File: src/rtl/core/sequence_and_latency_monitor_defines.svh
// Assertion macros for the sequence and latency monitor.
// Included by modules that carry concurrent assertions.
`ifndef SEQUENCE_AND_LATENCY_MONITOR_DEFINES_SVH
`define SEQUENCE_AND_LATENCY_MONITOR_DEFINES_SVH
// Implication checked on every clock edge outside reset.
`define SLM_ASSERT(label, clk, rst_n, prop, msg) \
  label: assert property (@(posedge clk) disable iff (!rst_n) (prop)) else $error(msg);
// Plain condition that holds whenever out of reset.
`define SLM_CHECK(label, clk, rst_n, cond, msg) \
  label: assert property (@(posedge clk) disable iff (!rst_n) (cond)) else $error(msg);
`endif

File: src/rtl/core/slm_pkg.sv
// Package for the sequence and latency monitor: codes, records and command types.
// No dependencies.
`default_nettype none
package slm_pkg;
  localparam int unsigned DivSteps = 64;

  // Window counter slots
  localparam int unsigned WinArrivals = 0;
  localparam int unsigned WinFrames   = 1;
  localparam int unsigned WinGap      = 2;
  localparam int unsigned WinDup      = 3;
  localparam int unsigned WinReorder  = 4;
  localparam int unsigned WinSamples  = 5;

  typedef enum logic [1:0] {
    OP_ARRIVAL = 2'd0, OP_FRAME = 2'd1, OP_CLOSE = 2'd2, OP_READ = 2'd3
  } op_e;

  typedef enum logic [1:0] {
    KIND_FRAME = 2'd0, KIND_WINDOW = 2'd1, KIND_TOTAL = 2'd2
  } kind_e;

  typedef enum logic [1:0] {
    CLS_FIRST = 2'd0, CLS_ADVANCE = 2'd1, CLS_DUPLICATE = 2'd2, CLS_REORDER = 2'd3
  } cls_e;

  typedef enum logic [3:0] {
    SEL_ARRIVALS = 4'd0, SEL_FRAMES = 4'd1, SEL_GAP = 4'd2, SEL_DUP = 4'd3,
    SEL_REORDER = 4'd4, SEL_LATSUM = 4'd5, SEL_SAMPLES = 4'd6, SEL_MIN = 4'd7,
    SEL_MAX = 4'd8, SEL_FUTURE = 4'd9, SEL_FUTFLAG = 4'd10
  } sel_e;

  typedef enum logic [2:0] {
    ST_IDLE, ST_EXEC, ST_DIV, ST_OUT
  } state_e;

  typedef struct packed {
    logic [1:0]  operation;
    logic [31:0] sequence_number;
    logic [63:0] send_stamp;
    logic [63:0] receive_stamp;
    logic [3:0]  stat_select;
  } in_item_t;

  typedef struct packed {
    logic [1:0]  report_kind;
    logic [1:0]  sequence_class;
    logic        future_stamp;
    logic [31:0] gap_count;
    logic [63:0] latency_value;
    logic [63:0] window_min_latency;
    logic [63:0] window_max_latency;
    logic [31:0] window_arrivals;
    logic [31:0] window_frames;
    logic [31:0] window_duplicates;
    logic [31:0] window_reorders;
    logic [63:0] stat_value;
  } out_item_t;

  // Controller to datapath
  typedef struct packed {
    logic capture;   // latch input transaction
    logic execute;   // apply update and build result
    logic div_start; // load divider
    logic div_step;  // one restoring step
    logic div_done;  // write quotient into result
  } cmd_t;

  // Datapath to controller
  typedef struct packed {
    logic is_arrival;
    logic is_close;
    logic div_last;
  } status_t;

  function automatic logic [31:0] sat_add32(logic [31:0] a, logic [31:0] b);
    logic [32:0] s;
    s = {1'b0, a} + {1'b0, b};
    return s[32] ? 32'hFFFF_FFFF : s[31:0];
  endfunction
endpackage
`default_nettype wire

File: src/rtl/core/slm_if.sv
// Valid/ready channel interface carrying one payload.
// Depends on nothing; payload type given as parameter.
`default_nettype none
interface slm_if #(parameter type payload_t = logic) ();
  logic     valid;
  logic     ready;
  payload_t data;
  modport source (output valid, output data, input ready);
  modport sink (input valid, input data, output ready);
endinterface
`default_nettype wire

File: src/rtl/core/slm_ctrl.sv
// Controller state machine of the monitor.
// Depends on slm_pkg and sequence_and_latency_monitor_defines.svh.
`default_nettype none
`include "sequence_and_latency_monitor_defines.svh"
module slm_ctrl (
  input  wire               clk_i,
  input  wire               rst_ni,
  input  wire               in_valid_i,
  output logic              in_ready_o,
  output logic              out_valid_o,
  input  wire               out_ready_i,
  input  slm_pkg::status_t  status_i,
  output slm_pkg::cmd_t     cmd_o
);
  slm_pkg::state_e state_q, state_d;

  // Hold state
  always_ff @(posedge clk_i or negedge rst_ni) begin
    if (!rst_ni) begin
      state_q <= slm_pkg::ST_IDLE;
    end else begin
      state_q <= state_d;
    end
  end

  // Sequence one transaction
  always_comb begin
    state_d     = state_q;
    cmd_o       = '0;
    in_ready_o  = 1'b0;
    out_valid_o = 1'b0;
    unique case (state_q)
      slm_pkg::ST_IDLE: begin
        in_ready_o = 1'b1;
        if (in_valid_i) begin
          cmd_o.capture = 1'b1;
          state_d = slm_pkg::ST_EXEC;
        end
      end
      slm_pkg::ST_EXEC: begin
        cmd_o.execute = 1'b1;
        if (status_i.is_arrival) begin
          state_d = slm_pkg::ST_IDLE;
        end else if (status_i.is_close) begin
          cmd_o.div_start = 1'b1;
          state_d = slm_pkg::ST_DIV;
        end else begin
          state_d = slm_pkg::ST_OUT;
        end
      end
      slm_pkg::ST_DIV: begin
        cmd_o.div_step = 1'b1;
        if (status_i.div_last) begin
          cmd_o.div_done = 1'b1;
          state_d = slm_pkg::ST_OUT;
        end
      end
      slm_pkg::ST_OUT: begin
        out_valid_o = 1'b1;
        if (out_ready_i) begin
          state_d = slm_pkg::ST_IDLE;
        end
      end
      default: state_d = slm_pkg::ST_IDLE;
    endcase
  end

  `SLM_ASSERT(a_no_accept_busy, clk_i, rst_ni, (state_q != slm_pkg::ST_IDLE) |-> !in_ready_o, "accept while busy")
  `SLM_ASSERT(a_div_follows, clk_i, rst_ni, cmd_o.div_start |=> (state_q == slm_pkg::ST_DIV), "divider not entered")
  `SLM_ASSERT(a_out_holds, clk_i, rst_ni, (out_valid_o && !out_ready_i) |=> out_valid_o, "result dropped")
endmodule
`default_nettype wire

File: src/rtl/core/slm_datapath.sv
// Datapath of the monitor: counters, classification, divider, result register.
// Depends on slm_pkg and sequence_and_latency_monitor_defines.svh.
`default_nettype none
`include "sequence_and_latency_monitor_defines.svh"
module slm_datapath (
  input  wire                clk_i,
  input  wire                rst_ni,
  input  slm_pkg::in_item_t  in_i,
  input  slm_pkg::cmd_t      cmd_i,
  output slm_pkg::status_t   status_o,
  output slm_pkg::out_item_t out_o
);
  localparam int unsigned CntW = $clog2(slm_pkg::DivSteps + 1);

  slm_pkg::in_item_t  item_q;
  slm_pkg::out_item_t res_q, res_d;

  logic        have_prev_q, have_prev_d;
  logic [31:0] prev_q, prev_d;
  logic [63:0] lt_q [10];
  logic [63:0] lt_d [10];
  logic        fut_seen_q, fut_seen_d;
  logic [31:0] wn_q [6];
  logic [31:0] wn_d [6];
  logic [63:0] wsum_q, wsum_d, wmin_q, wmin_d, wmax_q, wmax_d;

  // Divider state
  logic [63:0]     dq_q, dr_q;
  logic [31:0]     dd_q;
  logic [CntW-1:0] dcnt_q;
  logic            dzero_q;
  logic [64:0]     trial;
  logic [63:0]     rem_sh;

  logic        fut;
  logic [63:0] lat;
  logic [31:0] gap;
  logic [1:0]  cls;

  // Capture input transaction
  always_ff @(posedge clk_i) begin
    if (cmd_i.capture) begin
      item_q <= in_i;
    end
  end

  assign status_o = '{
    is_arrival: (item_q.operation == slm_pkg::OP_ARRIVAL),
    is_close:   (item_q.operation == slm_pkg::OP_CLOSE),
    div_last:   (dcnt_q == CntW'(slm_pkg::DivSteps - 1))
  };

  // Classify frame and derive latency
  always_comb begin
    fut = item_q.send_stamp > item_q.receive_stamp;
    lat = fut ? 64'd0 : item_q.receive_stamp - item_q.send_stamp;
    gap = '0;
    if (!have_prev_q) begin
      cls = slm_pkg::CLS_FIRST;
    end else if (item_q.sequence_number == prev_q) begin
      cls = slm_pkg::CLS_DUPLICATE;
    end else if (item_q.sequence_number > prev_q) begin
      cls = slm_pkg::CLS_ADVANCE;
      gap = item_q.sequence_number - prev_q - 32'd1;
    end else begin
      cls = slm_pkg::CLS_REORDER;
    end
  end

  // Compute next state and result
  always_comb begin
    have_prev_d = have_prev_q;
    prev_d      = prev_q;
    lt_d        = lt_q;
    fut_seen_d  = fut_seen_q;
    wn_d        = wn_q;
    wsum_d      = wsum_q;
    wmin_d      = wmin_q;
    wmax_d      = wmax_q;
    res_d       = res_q;
    if (cmd_i.execute) begin
      res_d = '0;
      case (item_q.operation)
        slm_pkg::OP_ARRIVAL: begin
          lt_d[slm_pkg::SEL_ARRIVALS] = lt_q[slm_pkg::SEL_ARRIVALS] + 64'd1;
          wn_d[slm_pkg::WinArrivals] = slm_pkg::sat_add32(wn_q[slm_pkg::WinArrivals], 32'd1);
        end
        slm_pkg::OP_FRAME: begin
          unique case (cls)
            slm_pkg::CLS_FIRST: begin
              have_prev_d = 1'b1;
              prev_d = item_q.sequence_number;
            end
            slm_pkg::CLS_DUPLICATE: begin
              lt_d[slm_pkg::SEL_DUP] = lt_q[slm_pkg::SEL_DUP] + 64'd1;
              wn_d[slm_pkg::WinDup] = slm_pkg::sat_add32(wn_q[slm_pkg::WinDup], 32'd1);
            end
            slm_pkg::CLS_ADVANCE: begin
              lt_d[slm_pkg::SEL_GAP] = lt_q[slm_pkg::SEL_GAP] + {32'd0, gap};
              wn_d[slm_pkg::WinGap] = slm_pkg::sat_add32(wn_q[slm_pkg::WinGap], gap);
              prev_d = item_q.sequence_number;
            end
            default: begin
              lt_d[slm_pkg::SEL_REORDER] = lt_q[slm_pkg::SEL_REORDER] + 64'd1;
              wn_d[slm_pkg::WinReorder] =
                slm_pkg::sat_add32(wn_q[slm_pkg::WinReorder], 32'd1);
            end
          endcase
          if (!fut) begin
            lt_d[slm_pkg::SEL_LATSUM]  = lt_q[slm_pkg::SEL_LATSUM] + lat;
            lt_d[slm_pkg::SEL_SAMPLES] = lt_q[slm_pkg::SEL_SAMPLES] + 64'd1;
            wsum_d  = wsum_q + lat;
            wn_d[slm_pkg::WinSamples] = slm_pkg::sat_add32(wn_q[slm_pkg::WinSamples], 32'd1);
            if (lat > lt_q[slm_pkg::SEL_MAX]) lt_d[slm_pkg::SEL_MAX] = lat;
            if (lt_q[slm_pkg::SEL_MIN] == 64'd0 || lat < lt_q[slm_pkg::SEL_MIN]) begin
              lt_d[slm_pkg::SEL_MIN] = lat;
            end
            if (lat > wmax_q) wmax_d = lat;
            if (wmin_q == 64'd0 || lat < wmin_q) wmin_d = lat;
          end else begin
            lt_d[slm_pkg::SEL_FUTURE] = lt_q[slm_pkg::SEL_FUTURE] + 64'd1;
            fut_seen_d = 1'b1;
          end
          lt_d[slm_pkg::SEL_FRAMES] = lt_q[slm_pkg::SEL_FRAMES] + 64'd1;
          wn_d[slm_pkg::WinFrames] = slm_pkg::sat_add32(wn_q[slm_pkg::WinFrames], 32'd1);
          res_d.report_kind    = slm_pkg::KIND_FRAME;
          res_d.sequence_class = cls;
          res_d.future_stamp   = fut;
          res_d.gap_count      = gap;
          res_d.latency_value  = lat;
        end
        slm_pkg::OP_CLOSE: begin
          res_d.report_kind        = slm_pkg::KIND_WINDOW;
          res_d.gap_count          = wn_q[slm_pkg::WinGap];
          res_d.window_min_latency = wmin_q;
          res_d.window_max_latency = wmax_q;
          res_d.window_arrivals    = wn_q[slm_pkg::WinArrivals];
          res_d.window_frames      = wn_q[slm_pkg::WinFrames];
          res_d.window_duplicates  = wn_q[slm_pkg::WinDup];
          res_d.window_reorders    = wn_q[slm_pkg::WinReorder];
          for (int i = 0; i < 6; i++) wn_d[i] = '0;
          wsum_d = '0;
          wmin_d = '0;
          wmax_d = '0;
        end
        default: begin
          res_d.report_kind = slm_pkg::KIND_TOTAL;
          if (item_q.stat_select < slm_pkg::SEL_FUTFLAG) begin
            res_d.stat_value = lt_q[item_q.stat_select];
          end else if (item_q.stat_select == slm_pkg::SEL_FUTFLAG) begin
            res_d.stat_value = {63'd0, fut_seen_q};
          end
        end
      endcase
    end
    if (cmd_i.div_done) begin
      res_d.latency_value = dzero_q ? 64'd0 : {dq_q[62:0], ~trial[64]};
    end
  end

  // Hold monitor state
  always_ff @(posedge clk_i or negedge rst_ni) begin
    if (!rst_ni) begin
      have_prev_q <= 1'b0;
      prev_q      <= '0;
      fut_seen_q  <= 1'b0;
      wsum_q      <= '0;
      wmin_q      <= '0;
      wmax_q      <= '0;
      for (int i = 0; i < 10; i++) lt_q[i] <= '0;
      for (int i = 0; i < 6; i++) wn_q[i] <= '0;
    end else begin
      have_prev_q <= have_prev_d;
      prev_q      <= prev_d;
      fut_seen_q  <= fut_seen_d;
      wsum_q      <= wsum_d;
      wmin_q      <= wmin_d;
      wmax_q      <= wmax_d;
      lt_q        <= lt_d;
      wn_q        <= wn_d;
    end
  end

  // Advance restoring divider one bit a step, dividend shifted through dq
  assign rem_sh = {dr_q[62:0], dq_q[63]};
  assign trial  = {1'b0, rem_sh} - {33'd0, dd_q};

  always_ff @(posedge clk_i or negedge rst_ni) begin
    if (!rst_ni) begin
      dcnt_q <= '0;
    end else if (cmd_i.div_start) begin
      dcnt_q <= '0;
    end else if (cmd_i.div_step) begin
      dcnt_q <= dcnt_q + CntW'(1);
    end
  end

  always_ff @(posedge clk_i) begin
    if (cmd_i.div_start) begin
      dq_q    <= wsum_q;
      dr_q    <= '0;
      dd_q    <= wn_q[slm_pkg::WinSamples];
      dzero_q <= (wn_q[slm_pkg::WinSamples] == 32'd0);
    end else if (cmd_i.div_step) begin
      dq_q <= {dq_q[62:0], ~trial[64]};
      dr_q <= trial[64] ? rem_sh : trial[63:0];
    end
  end

  // Register result
  always_ff @(posedge clk_i) begin
    res_q <= res_d;
  end

  assign out_o = res_q;

  `SLM_ASSERT(a_window_clears, clk_i, rst_ni, (cmd_i.execute && status_o.is_close) |=> (wsum_q == 64'd0 && wmin_q == 64'd0), "window not cleared")
  `SLM_ASSERT(a_minmax, clk_i, rst_ni, (wmin_q != 64'd0) |-> (wmin_q <= wmax_q), "window min above max")
  `SLM_CHECK(a_prev_set, clk_i, rst_ni, have_prev_q || prev_q == 32'd0, "previous set without flag")
endmodule
`default_nettype wire

File: src/rtl/core/sequence_and_latency_monitor.sv
// An arrival produces no report. A window close reports the mean latency by restoring division,
// one restoring-division bit a cycle over the 64-bit latency sum. A new transaction is taken
// only when idle, once the last one is executed and any report it made has been accepted.
// Reset: rst_ni low asynchronously clears every counter, min/max and sequence history.
// Depends on slm_pkg, slm_if, slm_ctrl, slm_datapath.
`default_nettype none
module sequence_and_latency_monitor (
  input  wire clk_i,
  input  wire rst_ni,
  slm_if.sink   in_if,
  slm_if.source out_if
);
  slm_pkg::cmd_t    cmd;
  slm_pkg::status_t status;

  slm_ctrl u_ctrl (
    .clk_i       (clk_i),
    .rst_ni      (rst_ni),
    .in_valid_i  (in_if.valid),
    .in_ready_o  (in_if.ready),
    .out_valid_o (out_if.valid),
    .out_ready_i (out_if.ready),
    .status_i    (status),
    .cmd_o       (cmd)
  );

  slm_datapath u_datapath (
    .clk_i    (clk_i),
    .rst_ni   (rst_ni),
    .in_i     (in_if.data),
    .cmd_i    (cmd),
    .status_o (status),
    .out_o    (out_if.data)
  );
endmodule
`default_nettype wire

File: src/flat_wrapper.sv
// flat-port wrapper written by rule: the top's interface ports become plain ports
module sequence_and_latency_monitor_flat 
  (clk_i, rst_ni, in_if_valid, in_if_data, in_if_ready, out_if_valid, out_if_data, out_if_ready);
  slm_if #(.payload_t(slm_pkg::in_item_t)) in_if_i ();
  slm_if #(.payload_t(slm_pkg::out_item_t)) out_if_i ();
  input  wire clk_i;
  input  wire rst_ni;
  input wire logic [$bits(in_if_i.valid)-1:0] in_if_valid;
  input wire logic [$bits(in_if_i.data)-1:0] in_if_data;
  output wire logic [$bits(in_if_i.ready)-1:0] in_if_ready;
  output wire logic [$bits(out_if_i.valid)-1:0] out_if_valid;
  output wire logic [$bits(out_if_i.data)-1:0] out_if_data;
  input wire logic [$bits(out_if_i.ready)-1:0] out_if_ready;
  assign in_if_i.valid = in_if_valid;
  assign in_if_i.data = in_if_data;
  assign in_if_ready = in_if_i.ready;
  assign out_if_valid = out_if_i.valid;
  assign out_if_data = out_if_i.data;
  assign out_if_i.ready = out_if_ready;
  sequence_and_latency_monitor u_core (.clk_i(clk_i), .rst_ni(rst_ni), .in_if(in_if_i), .out_if(out_if_i));
endmodule
File: config.mk
export PLATFORM = sky130hd
export DESIGN_NAME = sequence_and_latency_monitor_flat
export DESIGN_NICKNAME = d
export VERILOG_FILES = /design/src/rtl/core/slm_pkg.sv /design/src/rtl/core/slm_if.sv /design/src/rtl/core/slm_ctrl.sv /design/src/rtl/core/slm_datapath.sv /design/src/rtl/core/sequence_and_latency_monitor.sv /design/src/flat_wrapper.sv
export VERILOG_INCLUDE_DIRS = /design/src /design/src/rtl/core
export SDC_FILE = /design/constraint.sdc
export NUM_CORES = 2
export LEC_CHECK = 0
export BUFFER_PORTS_ARGS = -buffer_cell sky130_fd_sc_hd__buf_2
export CORE_ASPECT_RATIO = 1.4
export CORE_MARGIN = 4
export CORE_UTILIZATION = 50
export CTS_CLUSTER_SIZE = 10
export DETAILED_ROUTE_END_ITERATION = 6
export GPL_TIMING_DRIVEN = 0
export PLACE_DENSITY = 0.77
export SYNTH_ARGS = -nofsm -noshare
export SYNTH_HDL_FRONTEND = slang
export SYNTH_SLANG_ARGS = --single-unit
File: constraint.sdc
create_clock -name clk_i -period 14.1 [get_ports clk_i]
set_clock_uncertainty 0.2 [all_clocks]
set_input_delay 4.23 -clock clk_i [delete_from_list [all_inputs] [get_ports clk_i]]
set_output_delay 4.23 -clock clk_i [all_outputs]
set_load 0.02 [all_outputs]
* Yosys cells after proc, flatten, opt, wreduce, memory -nomap -nowiden
Cells that the tools add are included.
Word-level totals: flip-flop bits (word level) 1815, latch bits 0, bits in writable memories 0, ROM bits 0, input bits 170, output and inout port bits 423, logic and storage cells 192, memories kept 0
Cells by class: add/subtract/negate cells 20, $mul 0, divide/modulo/power cells 0, magnitude comparators 8, eq/ne operators 19, shift operators 0, mux-type cells 60, bitwise operators 4, reduce and logical (&&, ||, !) cells 36
Operator list (count):
- 2-to-1 mux 64 bit | 15
- 2-to-1 mux 32 bit | 13
- adder 64 x 1 -> 64 bit (second input constant) | 6
- 2-to-1 mux 384 bit | 1
- case mux 64 bit (2 select lines) | 3
- case mux 160 bit (2 select lines) | 1
- binary-select mux 64 bit (select 4 bit) | 1
- 2-to-1 mux 256 bit | 1
- > comparator 64 bit | 3
- adder 32 x 1 -> 33 bit (second input constant) | 5
- adder 64 bit | 2
- logical NOT 64 bit | 2
- < comparator 64 bit | 2
- case mux 32 bit (2 select lines) | 2
- subtractor 64 x 32 -> 65 bit | 1
- adder 64 x 32 -> 64 bit | 1
- subtractor 64 bit | 1
- 2-to-1 mux 63 bit | 1
- AND reduction 3 bit | 12
- adder 32 x 32 -> 33 bit | 1
- equality test 32 bit | 1
- > comparator 32 bit | 1
- logical NOT 32 bit | 1
- subtractor 32 x 1 -> 32 bit (second input constant) | 1
- 28 further kinds | 69

* Longest topological paths before layout
word-level depth 9, gate-level depth with buffers 30, depth with buffers taken out 29

* Cells and area by module
From an unflattened synthesis, not the netlist that was laid out.
Unflattened totals: cell total of the unflattened synthesis 9825, area, all modules 101925.3 sq um
By module, submodules not included:
- slm_datapath | times used 1, cells an instance 9806, area each 101771.4 sq um, seq. area each 48451.5 sq um
- slm_ctrl | times used 1, cells an instance 19, area each 153.9 sq um, seq. area each 50.0 sq um

* Worst setup path after synthesis
OpenSTA, ideal clock, no wires.
path type flip-flop to flip-flop, start point register u_core.u_ctrl.state_q[1], end point register u_core.u_datapath.dr_q[21], library setup time 0.207 ns, arrival time 13.919 ns, required time 13.693 ns, setup slack -0.225 ns, cell stages (with the launch flop) 9, buffers on the path 1, period minus slack after synthesis 14.325 ns, path through dfrtp_1 nand2b_1 inv_1 clkbuf_1 nand2_1 clkinv_1 nor2_1 inv_1 o32ai_1
Between the ends: word-level cells in the longest chain between the ends 2, elaborated cells on any way between the ends 4, those cells by class 2 x eq/ne; 2 x mux
RTL lines:
- start, declared | line slm_ctrl.sv:15 | slm_pkg::state_e state_q, state_d;
- start signal, assigned | line slm_ctrl.sv:20 | state_q <= slm_pkg::ST_IDLE;
- start signal, assigned | line slm_ctrl.sv:22 | state_q <= state_d;
- equality test 3 x 2 -> 1 bit / equality test 3 x 1 -> 1 bit (equally long branches) | line slm_ctrl.sv:32 | unique case (state_q)
- 2-to-1 mux 2 bit | line slm_ctrl.sv:32
- end signal, assigned | line slm_datapath.sv:206 | dr_q <= trial[64] ? rem_sh : trial[63:0];
- end, declared | line slm_datapath.sv:28 | logic [63:0] dq_q, dr_q;
Parallel ways exist; a longest one is shown, timed or not. A chain may end at the register's enable or synchronous reset.

* Final worst setup path
start point register u_core.u_datapath.item_q[4] (netlist bit), end point register u_core.u_datapath.lt_q[121] (netlist bit)
Between the ends: word-level cells in the longest chain between the ends 4, elaborated cells on any way between the ends 6, those cells by class 1 x add/sub; 2 x order compare; 1 x mux; 1 x bitwise; 1 x reduce/logical
RTL lines:
- start, declared | line slm_datapath.sv:15 | slm_pkg::in_item_t item_q;
- start signal, assigned | line slm_datapath.sv:43 | item_q <= in_i;
- subtractor 64 bit / > comparator 64 bit (equally long branches) | line slm_datapath.sv:56, slm_datapath.sv:55
- 2-to-1 mux 64 bit (*) | line slm_datapath.sv:56 | lat = fut ? 64'd0 : item_q.receive_stamp - item_q.send_stamp;
- named net u_core.u_datapath.lat[50] | line slm_datapath.sv:36 | logic [63:0] lat;
- > comparator 64 bit (*) | line slm_datapath.sv:114 | if (lat > lt_q[slm_pkg::SEL_MAX]) lt_d[slm_pkg::SEL_MAX] = lat;
- AND reduction 4 bit (no source line) (*)
- end signal, assigned | line slm_datapath.sv:179 | lt_q <= lt_d;
- end, declared | line slm_datapath.sv:20 | logic [63:0] lt_q [10];
Mark *: on every way through the listed nets, which the timed path passes. The rest lies on a longest branch.

==> metrics.cfg <==
[clock_tree]
cts.sinks = 1814
clock_latency_ps = 890
root_buffer = clkbuf_16
numCtsBuffers = 212
ctsHoldBuffers = 0
htree_levels = 4
cts_tree = built
cts_resized = 0
cts.path.max_buffers = 4
clkTransAtPathRegs_ps = 60
post_cts_buffers = 0

[timing]
rsz0062_at_grt = no
fmax_mhz = 96.10
min_period_ps = 10410
hold_viol = 0
setup_violations = 0
tns_ps = 0
period_share = 0.7380
max_slew_margin = -0.03017
slew_viol_final = 27
tightest_slew_ps = 1545

[detailed_routing]
wl_per_cell_um = 25.36
dr.pass1.iters = 7
antenna_left = 0
wirelength_mm = 344.6
drt_iter0_drc = 8580
via_per_inst = 6.158
vias = 83690
remaining_drc_errors = 3

[logic_synthesis]
synth_edf_count = 684
ys_seq_area_frac = 0.4782
ys_seq_elements = 1814
ys_async_sr_fraction = 0.5882
yosysWarningCount = 0
synth_nets = 10720
syn_area_um2 = 101400
synthCells = 9952
ys.flop_type = dfrtp_1
avgSynthCellArea_um2 = 10.19
synth_cell_types = 97

[critical_path]
criticalPathCategory = flop to flop
arrival_ps = 10970
cp-start-kind = flop
crit_fanout = 10
critPathCaptureType = flop
required_ps = 14660

[power_and_ir_drop]
clock_power_share = 0.216
internal_power_mw = 13.30
seqPwrFrac = 0.340
vdd_drop_max_mv = 0.1495
p_switching_mw = 9.887
leakage_nw = 50.99
combPwrFrac = 0.444
swShare = 0.4264
power.density_nw_per_um2 = 202.4

[die]
rows = 195
ios = 593
die_x_um = 388.7
die_area_um2 = 210200
initial_core_util = 0.5027
core_um2 = 201800
die_h_um = 540.9

[job]
cap_violations = 4

[outcome]
status = finished with violations
failed_checks = DRC, capacitance limit, slew limit

[global_routing]
grt_pass1_vias = 83080
grt_pass1_wl_mm = 512.3
track_usage = 0.3197
gr-total-overflow = 0
antenna_found_initial = 20
grt_max_degree = 154

[cells_and_area]
area_growth_pct = 12.95
fin_nets = 11560
n_fill_cell = 17070
mostFrequentLayoutCell = dfrtp_1
post_route_cells_drive_above_1_share = 0.1237
mostFrequentLayoutCells = dfrtp_1 (1067), nand2_1 (1027), nor2_1 (723), o21ai_0 (715), edfxtp_1 (684)
fin_cells = 13590

[placed_design]
gp_congestion = 1.010
hpwlAfterDp_mm = 264.5
dp_cells = 13240
port_buffers = 592

[hold_path]
hold_path.class = flop to flop

==> power by group through the flow <==
stage	registers (mW)	logic, mW	clock network, mW
3_5_place_dp	7.92	10.0	0
2_1_floorplan	8.18	6.14	0
6_report	7.88	10.3	5.01
5_1_grt	7.97	11.1	5.28
4_1_cts	7.85	10.1	5.07
3_3_place_gp	8.10	9.66	0
==> area by class of cell <==
class,instances,area (um^2),share of cell area
Antenna cell,10,25.02,0.0002184
Buffer,368,1478,0.01290
Clock buffer,331,5864,0.05119
Clock inverter,11,117.6,0.001027
Inverter,607,2281,0.01991
Multi-Input combinational cell,7163,49300,0.4303
Sequential cell,1814,48500,0.4234
Tap cell,2659,3327,0.02904
Timing Repair Buffer,629,3671,0.03204
==> path summary, 6_finish.rpt <==
| check | startpoint | to | cells after the start | slack (ps) |
|---|---|---|---|---|
| worst max-delay path | u_core.u_datapath.item_q[4] | u_core.u_datapath.lt_q[121] | 25 | 3690 |
| worst min-delay path | u_core.u_datapath.wn_q[24] | u_core.u_datapath.dd_q[24] | 0 | 250 |
| worst max register to register | u_core.u_datapath.item_q[4] | u_core.u_datapath.lt_q[121] | 25 | 3690 |
| worst min register to register | u_core.u_datapath.wn_q[24] | u_core.u_datapath.dd_q[24] | 0 | 250 |
| max in group asynchronous | rst_ni | u_core.u_datapath.wn_q[20] | 4 | 8670 |
| min in group asynchronous | rst_ni | u_core.u_datapath.wn_q[109] | 1 | 3010 |
==> per-layer routing <==
metal / part of all wire / global-route usage / wire, um / vias up
met5: 0.00015 / 0 / 52 / -
met4: 0.081 / 0.2114 / 28010 / 8
met3: 0.090 / 0.06583 / 30940 / 1118
met2: 0.45 / 0.5060 / 155100 / 4198
met1: 0.38 / 0.3977 / 130500 / 41070
li1: - / - / - / 37300
==> kinds of logic after synthesis <==
logic type / after synthesis / synth area share
flops: 1814 / 0.4782
compound gates: 2122 / 0.1274
mux: 515 / 0.06955
fa+ha+maj: 599 / 0.07441
buf+inv: 975 / 0.03687
simple gates: 3221 / 0.1526
xor+xnor: 706 / 0.06096
==> state kept, by name, indices dropped and copies added (netlist names) <==
signal                         cells
u_core.u_datapath.wn_q           192
u_core.u_datapath.dzero_q          1
u_core.u_datapath.fut_seen_q       1
u_core.u_datapath.dcnt_q           7
u_core.u_datapath.item_q         166
u_core.u_datapath.wmin_q          64
u_core.u_datapath.dq_q            64
u_core.u_datapath.wsum_q          64
u_core.u_datapath.dr_q            63
u_core.u_datapath.out_o          421
u_core.u_datapath.prev_q          32
u_core.u_datapath.have_prev_q      1
u_core.u_ctrl.state_q              2
u_core.u_datapath.dd_q            32
u_core.u_datapath.lt_q           640
u_core.u_datapath.wmax_q          64
==> synthesized netlist by cell type, types with 21 or more instances <==
master	count	area [um^2]
o21ai_0	717	3588
ha_1	592	7407
o21a_1	45	337.8
nand3_1	290	1451
nor4_1	85	531.8
nor2_1	740	2778
nand2_1	1028	3859
buf_2	28	140.1
o22ai_1	75	469.2
edfxtp_1	684	20540
buf_1	31	116.4
nor3_1	145	725.7
a22oi_1	24	180.2
o21bai_1	65	488.0
or3_1	25	156.4
o31ai_1	33	247.7
mux2_2	237	2669
mux2i_1	149	1491
and4_1	44	385.4
and3_1	186	1164
xnor2_1	489	4283
nand4_1	198	1239
inv_1	604	2267
xor2_1	217	1901
a21o_1	278	2087
a22o_1	56	490.5
a211oi_1	34	255.2
o211ai_1	25	187.7
dfrtp_1	1067	26700
a31oi_1	69	431.7
nand2b_1	60	375.4
dfxtp_1	63	1261
nor2b_1	103	644.4
clkbuf_1	300	1126
a21oi_1	527	2638
or2_2	21	131.4
and2_1	214	1339
mux4_2	128	2883
==> metrics by stage <==
stage	utilization	power [mW]	instance area, um^2	hold slack, ps	setup slack [ps]
6_report	0.5678	23.19	114600	247.8	3694
5_1_grt	0.5677	24.34	114500	265.2	3509
4_1_cts	0.5674	23.02	114500	247.3	3861
3_5_place_dp	0.5378	17.95	108500	232.9	3822
3_3_place_gp	0.5339	17.76	107700	231.6	-14870
2_1_floorplan	-	14.33	101400	223.1	5345
==> critical path, stage by stage, from the launching register on <==
cell,delay [ps]
edfxtp_1,360
inv_1,60
ha_1,160
inv_1,60
fa_1,400
a21o_1,180
a21oi_1,240
o21ai_0,240
a31oi_1,440
o21ai_1,290
a211oi_1,580
nor4b_1,180
o311ai_0,500
a21oi_1,150
xnor2_1,1110
and2_1,750
ha_1,240
nand4_1,120
nor4_1,960
nand2_1,440
a21oi_1,780
a2111oi_1,280
nor3_4,580
buf_16,230
buf_2,370
mux2_2,390
Note: power is estimated with default switching activity, not from simulation.
